### src/hw/rtl/byte_pipe_fifo_with_end_close_core_defines.svh
// Assertion macros for the byte pipe core.
// BPF_ASSERT checks a property on clk while rst is low.
// BPF_ASSERT_RST checks a property on clk, during reset as well.
`ifndef BYTE_PIPE_FIFO_WITH_END_CLOSE_CORE_DEFINES_SVH
`define BYTE_PIPE_FIFO_WITH_END_CLOSE_CORE_DEFINES_SVH

`ifndef SYNTHESIS
`define BPF_ASSERT(lbl, prop) \
  lbl: assert property (@(posedge clk) disable iff (rst) prop) \
    else $error("assertion failed: %m");
`define BPF_ASSERT_RST(lbl, prop) \
  lbl: assert property (@(posedge clk) prop) \
    else $error("assertion failed: %m");
`else
`define BPF_ASSERT(lbl, prop)
`define BPF_ASSERT_RST(lbl, prop)
`endif

`endif

### src/hw/rtl/bpf_pkg.sv
`default_nettype none
package bpf_pkg;

  localparam int DEPTH_DEFAULT = 512;

  localparam int OPCODE_W = 3;
  localparam int DATA_W   = 8;
  localparam int STATUS_W = 3;
  localparam int FILL_W   = 10;

  typedef enum logic [OPCODE_W-1:0] {
    OP_WRITE    = 3'd0,
    OP_READ     = 3'd1,
    OP_CLOSE_WR = 3'd2,
    OP_CLOSE_RD = 3'd3,
    OP_REOPEN   = 3'd4
  } opcode_t;

  typedef enum logic [STATUS_W-1:0] {
    ST_OK            = 3'd0,
    ST_EMPTY_BLOCK   = 3'd1,
    ST_END_OF_STREAM = 3'd2,
    ST_FULL_BLOCK    = 3'd3,
    ST_BROKEN        = 3'd4,
    ST_END_CLOSED    = 3'd5
  } status_t;

endpackage
`default_nettype wire

### src/hw/rtl/bpf_if.sv
`default_nettype none
// Command channel: one pipe operation per beat.
interface bpf_cmd_if;
  import bpf_pkg::*;
  logic                valid;
  logic                ready;
  logic [OPCODE_W-1:0] opcode;
  logic [DATA_W-1:0]   write_data;

  modport source (output valid, output opcode, output write_data, input ready);
  modport sink   (input valid, input opcode, input write_data, output ready);
endinterface

// Response channel: one result per beat.
interface bpf_rsp_if;
  import bpf_pkg::*;
  logic                valid;
  logic                ready;
  logic [DATA_W-1:0]   read_data;
  logic [STATUS_W-1:0] status;
  logic [FILL_W-1:0]   fill_level;

  modport source (output valid, output read_data, output status, output fill_level,
                  input ready);
  modport sink   (input valid, input read_data, input status, input fill_level,
                  output ready);
endinterface
`default_nettype wire

### src/hw/rtl/byte_pipe_fifo_with_end_close_core.sv
`default_nettype none
`include "byte_pipe_fifo_with_end_close_core_defines.svh"
// Byte pipe core: a ring buffer of DEPTH bytes with a write end and a read end.
// Every command beat carries one operation (write a byte, read a byte, close
// the write end, close the read end, reopen) and produces exactly one response
// beat with the byte read, a status code and the fill level after the
// operation. Nothing ever waits inside the block: a write into a full buffer
// answers "full would block" (or "broken pipe" once the reader is closed),
// and a read from an empty buffer answers "empty would block" (or "end of
// stream" once the writer is closed). The block takes one command per clock
// cycle and answers it in the next cycle; the response sits in an output
// register, and a new command is taken in the same cycle that the waiting
// response is taken, so a consumer that is always ready sees one beat per
// cycle. The byte read comes from the synchronous read port of the byte store,
// whose registered output feeds the read_data field. Reopen empties
// the pipe by clearing the pointers only; stale bytes stay in the store but
// can no longer be reached. No clearing pass is needed after reset.
module byte_pipe_fifo_with_end_close_core #(
  parameter int DEPTH = bpf_pkg::DEPTH_DEFAULT
) (
  input  wire logic clk,
  input  wire logic rst,
  bpf_cmd_if.sink   cmd,
  bpf_rsp_if.source rsp
);
  import bpf_pkg::*;

  // Entry index width, and a fill count that can hold DEPTH itself.
  localparam int AW = (DEPTH > 1) ? $clog2(DEPTH) : 1;
  localparam int CW = AW + 1;
  localparam logic [AW-1:0] LAST_IDX  = AW'(DEPTH - 1);
  localparam logic [CW-1:0] DEPTH_CNT = CW'(DEPTH);

  // Pointers are an entry index plus a lap bit, which together count
  // modulo twice the depth.
  logic [AW-1:0] rd_idx, rd_idx_next;
  logic [AW-1:0] wr_idx, wr_idx_next;
  logic          rd_lap, rd_lap_next;
  logic          wr_lap, wr_lap_next;
  logic          reader_open, reader_open_next;
  logic          writer_open, writer_open_next;

  // Byte store with one write port and one registered read port.
  logic [DATA_W-1:0] ring_store [DEPTH];
  logic [DATA_W-1:0] mem_rdata;
  logic              mem_we;
  logic              mem_re;

  // Response register.
  logic                rsp_valid;
  logic                data_sel, data_sel_next;
  status_t             status_q, status_next;
  logic [FILL_W-1:0]   fill_q;

  logic          cmd_fire;
  logic [CW-1:0] fill_cur;
  logic [CW-1:0] fill_next;
  logic          empty;
  logic          full;
  logic          rd_ok;

  function automatic logic [CW-1:0] fill_of(input logic [AW-1:0] w, input logic w_lap,
                                            input logic [AW-1:0] r, input logic r_lap);
    logic [CW-1:0] diff;
    diff = {1'b0, w} - {1'b0, r};
    if (w_lap != r_lap) begin
      diff = diff + DEPTH_CNT;
    end
    return diff;
  endfunction

  assign cmd.ready = !rsp_valid || rsp.ready;
  assign cmd_fire  = cmd.valid && cmd.ready;

  assign fill_cur = fill_of(wr_idx, wr_lap, rd_idx, rd_lap);
  assign empty    = (fill_cur == '0);
  assign full     = (fill_cur >= DEPTH_CNT);

  // Operation decode: pointer and end updates, status, store access.
  always_comb begin
    rd_idx_next      = rd_idx;
    wr_idx_next      = wr_idx;
    rd_lap_next      = rd_lap;
    wr_lap_next      = wr_lap;
    reader_open_next = reader_open;
    writer_open_next = writer_open;
    status_next      = ST_OK;
    mem_we           = 1'b0;
    rd_ok            = 1'b0;

    case (opcode_t'(cmd.opcode))
      OP_WRITE: begin
        if (!writer_open) begin
          status_next = ST_END_CLOSED;
        end else if (full) begin
          status_next = reader_open ? ST_FULL_BLOCK : ST_BROKEN;
        end else begin
          mem_we = cmd_fire;
          if (wr_idx == LAST_IDX) begin
            wr_idx_next = '0;
            wr_lap_next = !wr_lap;
          end else begin
            wr_idx_next = wr_idx + AW'(1);
          end
        end
      end
      OP_READ: begin
        if (!reader_open) begin
          status_next = ST_END_CLOSED;
        end else if (empty) begin
          status_next = writer_open ? ST_EMPTY_BLOCK : ST_END_OF_STREAM;
        end else begin
          rd_ok = 1'b1;
          if (rd_idx == LAST_IDX) begin
            rd_idx_next = '0;
            rd_lap_next = !rd_lap;
          end else begin
            rd_idx_next = rd_idx + AW'(1);
          end
        end
      end
      OP_CLOSE_WR: begin
        if (!writer_open) begin
          status_next = ST_END_CLOSED;
        end
        writer_open_next = 1'b0;
      end
      OP_CLOSE_RD: begin
        if (!reader_open) begin
          status_next = ST_END_CLOSED;
        end
        reader_open_next = 1'b0;
      end
      OP_REOPEN: begin
        rd_idx_next      = '0;
        wr_idx_next      = '0;
        rd_lap_next      = 1'b0;
        wr_lap_next      = 1'b0;
        reader_open_next = 1'b1;
        writer_open_next = 1'b1;
      end
      default: begin
      end
    endcase
  end

  assign mem_re        = cmd_fire && rd_ok;
  assign data_sel_next = rd_ok;
  assign fill_next     = fill_of(wr_idx_next, wr_lap_next, rd_idx_next, rd_lap_next);

  always_ff @(posedge clk) begin
    if (mem_we) begin
      ring_store[wr_idx] <= cmd.write_data;
    end
    if (mem_re) begin
      mem_rdata <= ring_store[rd_idx];
    end
  end

  always_ff @(posedge clk) begin
    if (rst) begin
      rd_idx      <= '0;
      wr_idx      <= '0;
      rd_lap      <= 1'b0;
      wr_lap      <= 1'b0;
      reader_open <= 1'b1;
      writer_open <= 1'b1;
      rsp_valid   <= 1'b0;
    end else begin
      if (cmd_fire) begin
        rd_idx      <= rd_idx_next;
        wr_idx      <= wr_idx_next;
        rd_lap      <= rd_lap_next;
        wr_lap      <= wr_lap_next;
        reader_open <= reader_open_next;
        writer_open <= writer_open_next;
        rsp_valid   <= 1'b1;
      end else if (rsp.ready) begin
        rsp_valid   <= 1'b0;
      end
    end
  end

  // Response payload; the byte itself comes straight from the store's read register.
  always_ff @(posedge clk) begin
    if (cmd_fire) begin
      data_sel <= data_sel_next;
      status_q <= status_next;
      fill_q   <= FILL_W'(fill_next);
    end
  end

  assign rsp.valid      = rsp_valid;
  assign rsp.read_data  = data_sel ? mem_rdata : '0;
  assign rsp.status     = status_q;
  assign rsp.fill_level = fill_q;

  `BPF_ASSERT(a_fill_bounded, fill_cur <= DEPTH_CNT)
  `BPF_ASSERT(a_no_write_when_full, mem_we |-> !full && writer_open)
  `BPF_ASSERT(a_read_only_nonempty, mem_re |-> !empty && reader_open)
  `BPF_ASSERT(a_cmd_gives_rsp, cmd_fire |=> rsp_valid)
  `BPF_ASSERT_RST(a_reset_clears_rsp, rst |=> !rsp_valid)

endmodule
`default_nettype wire
### src/flat_wrapper.sv
// flat-port wrapper written by rule: the top's interface ports become plain ports
module byte_pipe_fifo_with_end_close_core_flat import bpf_pkg::*;
#(
  parameter int DEPTH = bpf_pkg::DEPTH_DEFAULT
)
  (clk, rst, cmd_valid, cmd_opcode, cmd_write_data, cmd_ready, rsp_valid, rsp_read_data, rsp_status, rsp_fill_level, rsp_ready);
  bpf_cmd_if cmd_i ();
  bpf_rsp_if rsp_i ();
  input  wire logic clk;
  input  wire logic rst;
  input wire logic [$bits(cmd_i.valid)-1:0] cmd_valid;
  input wire logic [$bits(cmd_i.opcode)-1:0] cmd_opcode;
  input wire logic [$bits(cmd_i.write_data)-1:0] cmd_write_data;
  output wire logic [$bits(cmd_i.ready)-1:0] cmd_ready;
  output wire logic [$bits(rsp_i.valid)-1:0] rsp_valid;
  output wire logic [$bits(rsp_i.read_data)-1:0] rsp_read_data;
  output wire logic [$bits(rsp_i.status)-1:0] rsp_status;
  output wire logic [$bits(rsp_i.fill_level)-1:0] rsp_fill_level;
  input wire logic [$bits(rsp_i.ready)-1:0] rsp_ready;
  assign cmd_i.valid = cmd_valid;
  assign cmd_i.opcode = cmd_opcode;
  assign cmd_i.write_data = cmd_write_data;
  assign cmd_ready = cmd_i.ready;
  assign rsp_valid = rsp_i.valid;
  assign rsp_read_data = rsp_i.read_data;
  assign rsp_status = rsp_i.status;
  assign rsp_fill_level = rsp_i.fill_level;
  assign rsp_i.ready = rsp_ready;
  byte_pipe_fifo_with_end_close_core #(.DEPTH(DEPTH)) u_core (.clk(clk), .rst(rst), .cmd(cmd_i), .rsp(rsp_i));
endmodule
### config.mk
export PLATFORM = sky130hd
export DESIGN_NAME = byte_pipe_fifo_with_end_close_core_flat
export DESIGN_NICKNAME = d
export VERILOG_FILES = /design/src/hw/rtl/bpf_pkg.sv /design/src/hw/rtl/bpf_if.sv /design/src/hw/rtl/byte_pipe_fifo_with_end_close_core.sv /design/src/flat_wrapper.sv
export VERILOG_INCLUDE_DIRS = /design/src /design/src/hw/rtl
export SDC_FILE = /design/constraint.sdc
export NUM_CORES = 2
export LEC_CHECK = 0
export ABC_CLOCK_PERIOD_IN_PS = 5000
export BUFFER_PORTS_ARGS = -buffer_cell sky130_fd_sc_hd__clkbuf_2
export CAP_MARGIN = 20
export CORE_MARGIN = 1
export CORE_UTILIZATION = 35
export CTS_BUF_LIST = sky130_fd_sc_hd__clkbuf_16
export DETAILED_ROUTE_END_ITERATION = 6
export SLEW_MARGIN = 20
export SYNTH_ARGS = -nofsm -noshare
export SYNTH_HDL_FRONTEND = slang
export SYNTH_SLANG_ARGS = --single-unit
export TNS_END_PERCENT = 1
### constraint.sdc
create_clock -name clk -period 5 [get_ports clk]
set_input_delay 1 -clock clk [delete_from_list [all_inputs] [get_ports clk]]
set_output_delay 1 -clock clk [all_outputs]
set_load 0.02 [all_outputs]
# == After elaboration in Yosys (flattened, before gate mapping) ==
# Memory sizes are Yosys's and may differ from the RTL's. A register that Yosys moved wholly into a read port is not among the register bits.
# Index checks and enable logic that the tools add are counted.
# totals
elab_cells,79
ram_bits,4096
n_memories,1
out_inout_bits,23
reg_bits,37
input_bits,15
# mem_list
name,depth,word_bits,read_ports,rd_clocked_by_memory_dff,write_ports,line,source
u_core.ring_store,512,8,1,1,1,byte_pipe_fifo_with_end_close_core.sv:44,logic [DATA_W-1:0] ring_store [DEPTH];
# op_classes
addsub,6
n_mux,40
reduce_logical,13
n_eq_ne,8
magnitude_cmp,1
# ops
operator,count
$mux 9,6
$pmux 9 s2,2
$mux 3,7
$add 10x10->10 const B,2
$mux 10,2
$sub 9x9->10,2
$add 9x1->9 const B,2
$eq 9x9->1 const B,2
$mux 1,16
$pmux 3 s4,1
$ge 10x10->1 const B,1
$logic_not 10->1,1
$mux 8,1
$pmux 1 s2,4
$eq 3x2->1 const B,2
$reduce_bool 2->1,3
$reduce_and 2->1,2
$eq 3x1->1 const B,1
$eq 3x3->1 const B,1
$logic_not 1->1,3
$logic_not 3->1,1
$logic_and 1x1->1,2
$mux 2,1
$ne 1x1->1,2
$logic_or 1x1->1,1

# == Longest topological paths before layout ==
# logic_depth
depth_word,10
depth_mapped,23
ltp_nobuf,19

# == Least setup slack after synthesis ==
# OpenSTA, ideal clock, no wires.
# synth_path
path_type,reg-to-reg
start,register u_core.rd_idx[2]
end,register u_core.fill_q[8] (netlist: u_core.rsp.fill_level[8]) (data pin)
path_slack_ns,0.001
setup_time_ns,0.258
t_arrival_ns,4.742
t_required_ns,4.742
stages_incl_launch_ff,24
n_path_buf,4
synth_period_minus_slack_ns,4.999
cell_sequence,dfxtp_1 -> clkbuf_1 -> clkbuf_1 -> clkbuf_1 -> inv_1 -> ha_1 -> and3b_1 -> o21a_1 -> o311ai_0 -> o21ai_0 -> o41ai_4 -> buf_4 -> nor3_1 -> mux2_2 -> ha_1 -> fa_1 -> nor2b_1 -> o21ai_0 -> a21boi_0 -> o21a_1 -> o21ai_0 -> nand2b_1 -> a21oi_1 -> xnor2_1
# synth_between
elab_chain_len,10
elab_cells_between_ends,25
cone_classes,add/sub: 5; order compare: 1; eq/ne: 2; mux: 16; reduce/logical: 1
# synth_rtl
element,line,source
start: declaration,byte_pipe_fifo_with_end_close_core.sv:36,"logic [AW-1:0] rd_idx, rd_idx_next;"
start signal: assignment,byte_pipe_fifo_with_end_close_core.sv:171,rd_idx <= rd_idx_next;
$sub 9x9->10,byte_pipe_fifo_with_end_close_core.sv:65,"diff = {1'b0, w} - {1'b0, r};"
$add 10x10->10,byte_pipe_fifo_with_end_close_core.sv:67,diff = diff + DEPTH_CNT;
$mux 10,byte_pipe_fifo_with_end_close_core.sv:66,if (w_lap != r_lap) begin
$logic_not 10->1,byte_pipe_fifo_with_end_close_core.sv:76,assign empty = (fill_cur == '0);
$mux 9 (*),byte_pipe_fifo_with_end_close_core.sv:110,end else if (empty) begin
$mux 9 (*),byte_pipe_fifo_with_end_close_core.sv:108,if (!reader_open) begin
$pmux 9 s2 (*),byte_pipe_fifo_with_end_close_core.sv:91,case (opcode_t'(cmd.opcode))
named net u_core.rd_idx_next[0],byte_pipe_fifo_with_end_close_core.sv:36,
$sub 9x9->10 (*),byte_pipe_fifo_with_end_close_core.sv:65,
$add 10x10->10,byte_pipe_fifo_with_end_close_core.sv:67,
$mux 10 (*),byte_pipe_fifo_with_end_close_core.sv:66,
named net u_core.fill_next[8],byte_pipe_fifo_with_end_close_core.sv:57,logic [CW-1:0] fill_next;
end signal: assignment,byte_pipe_fifo_with_end_close_core.sv:189,fill_q <= FILL_W'(fill_next);
end: declaration,byte_pipe_fifo_with_end_close_core.sv:53,logic [FILL_W-1:0] fill_q;
# The timed path passes the listed nets; every way through them passes the cells marked *.
# A chain may end at the register's enable or synchronous reset.

# == Worst setup path after layout ==
# layout_path
start,register u_core.rd_idx[6]
end,memory u_core.ring_store[425][7] (enable)
# layout_between
elab_chain_len,9
# layout_rtl
element,line,source
$sub 9x9->10 (*),byte_pipe_fifo_with_end_close_core.sv:65,
$add 10x10->10,byte_pipe_fifo_with_end_close_core.sv:67,
$mux 10 (*),byte_pipe_fifo_with_end_close_core.sv:66,
$ge 10x10->1 (*),byte_pipe_fifo_with_end_close_core.sv:77,assign full = (fill_cur >= DEPTH_CNT);
$mux 1 (*),byte_pipe_fifo_with_end_close_core.sv:95,end else if (full) begin
$mux 1 (*),byte_pipe_fifo_with_end_close_core.sv:93,if (!writer_open) begin
$mux 1 (*),byte_pipe_fifo_with_end_close_core.sv:91,
$mux 1 (*),byte_pipe_fifo_with_end_close_core.sv:152,if (mem_we) begin
$mux 1 (implied by the code) (*),byte_pipe_fifo_with_end_close_core.sv:153,ring_store[wr_idx] <= cmd.write_data;
end: declaration,byte_pipe_fifo_with_end_close_core.sv:44,
# Mark *: on every way between the ends. The rest lies on a longest branch, timed or not.

==> results_dict.tcl <==
set metrics [dict create \
    setup_tns_ns 0 \
    drt_iter0_markers 8141 \
    reg2reg_from "u_core.rd_idx[6]" \
    drive_gt1_share_pct 28.3 \
    synth_flop_cell "edfxtp_1" \
    critPathLaunchType "flop" \
    final_cells 13718 \
    syn_avg_cell_area_um2 22.9 \
    yosysTopAreaCell "edfxtp_1" \
    path_max_fanout 18 \
    fin_crit_ns 4.81 \
    worstHoldPathCells 3 \
    worst_slack_ns 0.188 \
    internal-power_uw 56000 \
    ir_drop_mv 0.323 \
    die_area_um2 462000 \
    max_freq_mhz 208 \
    grt_pass1_vias 76144 \
    hold-worst-slack_ns 0.251 \
    power_leakage_uw 0.0541 \
    antenna_found_initial 15 \
    critPathArrivalTime_ns 5.39 \
    globalRoute.totalOverflow 0 \
    clock_latency_ns 1.01 \
    p_per_area_nw_per_um2 385 \
    cts_tree "built" \
    post-synth-top-count-cell "edfxtp_1" \
    setup_viol 0 \
    clockBufferDepth 4 \
    hp-class "in2reg" \
    worstSetupPathType "reg2reg" \
    die_y_um 680 \
    dp_hpwl_mm 231 \
    root_buffer "clkbuf_16" \
    power.switching_uw 14400 \
    cts.htree.levels 5 \
    numClockSinks 4141 \
    holdPathEnd "u_core.rsp.valid" \
    synthesis.instances 7019 \
    ctsHoldBuffers 0 \
    nNetsFinal 7293 \
    core_area_um2 457000 \
    grt_max_degree 153 \
    postRouteAntennaNets 0 \
    timing_worst_slew_pin_value_ns 1.24 \
    viasPerCell 5.42 \
    ys_top_cells_by_area "edfxtp_1 (77%), mux4_2 (18%), nor2_1 (1.3%)" \
    rr_endpoint "u_core.ring_store[425][7]" \
    area.growth.synth_to_final_pct 13.6 \
    synth_nets 7060 \
    start_util_pct 35.2 \
    cts_buffers 410 \
    place.gp.congestion 0.857 \
    finClkSkew_ns 0.0634 \
    pre_cts_slack_ns 0.452 \
    slew_viol_final 0 \
    grt_pass1_wl_mm 560 \
    switching_share_pct 20.4 \
    worstPathRequired_ns 5.58 \
    rrSetupSlack_ns 0.19 \
    maxCapViolations 0 \
    grtUsageTotal_pct 16.5 \
    setup.worst_path.end_class "flop" \
    route.vias.total 74292 \
    netlist.area_leader.share_pct 76.9 \
    slew_headroom_pct 17.2 \
    combPwrFrac_pct 2.6 \
    synth-async-reset-ratio_pct 0 \
    ys_top_cells_by_count "edfxtp_1 (4118), mux4_2 (1280), nor2_1 (558)" \
    grt_setup_unrepaired "false" \
    seq_power_share_pct 54.3 \
    ys_seq_elements 4141 \
    clk_pin_slew_ns 0.06 \
    routed_wl_mm 387 \
    chipWidth_um 680 \
    dp_cells 12963 \
    io_pins 38 \
    avgRoutedWirePerCell_um 28.2 \
    syn-cell-area_um2 161000 \
    placementRows 248 \
    power.share.clock_pct 43.1 \
    yosysSeqAreaShare_pct 77.2 \
    hold_violations 0 \
    hp-start "cmd_valid" \
    period_share_pct 96.2 \
    route.detailed.drc 0 \
    port_buffers 37 \
    firstDrtPassIters 6 \
    ys_types 66 \
    status "finished clean" \
    cts_setup_buffers 0 \
    ys_warn_count 0 \
    cts_repair_resize_count 0 \
    reg2reg_depth 12 \
    synth_edf_count 4118 \
]
## critical path, cell delays in order (launching register included)
cell      delay, ns
dfxtp_1        0.35
clkinv_2       0.07
ha_1           0.35
a21o_1         0.23
a211oi_1       0.40
a311o_2        0.28
a22oi_4        0.07
buf_4          0.19
nor3_4         0.27
buf_4          0.43
buf_4          0.25
nand3_1        0.57
nor2_1         0.90
## registers in the layout, indices dropped and copies added (netlist names)
register / cells
u_core.rsp.status: 3
u_core.writer_open: 1
u_core.rd_lap: 1
u_core.ring_store: 4096
u_core.wr_idx: 9
u_core.rd_idx: 9
u_core.rsp.fill_level: 10
u_core.reader_open: 1
u_core.rsp.valid: 1
u_core.wr_lap: 1
u_core.mem_rdata: 8
u_core.data_sel: 1
## layer usage
layer | global-route usage (%) | wire (um) | vias to the layer above | part of all wire [%]
met5 | 0 | 0 | - | 0
met4 | 4.75 | 11500 | 0 | 3.0
met3 | 2.79 | 27000 | 563 | 7.0
met2 | 27.1 | 190000 | 2880 | 49
met1 | 22.6 | 158000 | 40520 | 41
li1 | - | - | 30329 | -
## power by group through the flow
stage               combinational [uW]  clock (uW)  sequential [uW]
finish                            1790       30300            38200
global route                      1910       32100            38200
CTS                               1820       30800            38200
detailed placement                1820           0            38900
global placement                  1770           0            38900
floorplan                          793           0            39000
## placed cells by master, fill, tap and decap left out, drive strengths merged, types with 3 or more instances in the layout
cell | netlist | final
edfxtp | 4118 | 4118
mux4 | 1280 | 1280
nor2 | 558 | 558
clkbuf | 220 | 442
clkinv | 0 | 205
buf | 191 | 203
nand2 | 143 | 143
inv | 24 | 98
a22oi | 67 | 67
o22ai | 42 | 42
bufinv | 0 | 42
nand3 | 39 | 39
mux2i | 34 | 34
a21oi | 31 | 31
ha | 25 | 25
a211oi | 23 | 23
dfxtp | 23 | 23
o21ai | 23 | 23
a31oi | 20 | 20
clkinvlp | 0 | 17
nand4 | 15 | 15
nor3 | 13 | 13
nand2b | 12 | 12
nor2b | 11 | 11
and2 | 11 | 11
and3 | 9 | 9
a21o | 9 | 9
xnor2 | 7 | 7
o31ai | 6 | 6
a2bb2oi | 5 | 5
o21bai | 5 | 5
a22o | 5 | 5
o21a | 4 | 4
mux2 | 4 | 4
a311oi | 4 | 4
o211ai | 3 | 3
xor2 | 3 | 3
and3b | 3 | 3
nor3b | 3 | 3
## through the flow
stage / utilization [%] / total power, uW / instance area, um2
after CTS: 40.0 / 70900 / 183000
after global placement: 37.1 / 40700 / 169000
after detailed placement: 37.1 / 40800 / 169000
final: 40.0 / 70300 / 183000
after floorplan: - / 39700 / 161000
after global routing: 40.0 / 72200 / 183000
## worst max-delay path by stage
stage                     slack, ns              from  cells past startpoint                         to
after floorplan              0.0007  u_core.rd_idx[2]                     23   u_core.rsp.fill_level[8]
after global placement         0.44  u_core.wr_idx[0]                     19   u_core.rsp.fill_level[8]
after detailed placement       0.45  u_core.rd_idx[6]                     12  u_core.ring_store[163][2]
after CTS                      0.41  u_core.rd_idx[6]                     12  u_core.ring_store[307][6]
after global routing           0.02  u_core.rd_idx[6]                     19   u_core.rsp.fill_level[8]
final                          0.19  u_core.rd_idx[6]                     12  u_core.ring_store[425][7]
## cell type report
cell class,instances,area (um2)
antenna,2,5.00
sequential,4141,124000
tap,6125,7660
inverter,24,98.8
multi-input combinational,2443,35100
fill,39778,274000
timing repair buffer,232,2480
clock buffer,413,10300
clock inverter,338,2870
## logic make-up (layout without fill, tap and decap cells)
kind of cell / Yosys count / count (layout) / share of synthesized area, %
other: 0 / 2 / 0
and+or+nand+nor: 830 / 830 / 2.13
AOI/OAI and AO/OA: 259 / 259 / 1.13
buffers and inverters: 435 / 1007 / 1.12
adders and majority gates: 26 / 26 / 0.207
muxes: 1318 / 1318 / 18.2
DFF: 4141 / 4141 / 77.2
xor gates and xnor gates: 10 / 10 / 0.0545
No activity file was read; power rests on OpenSTA's default activity.
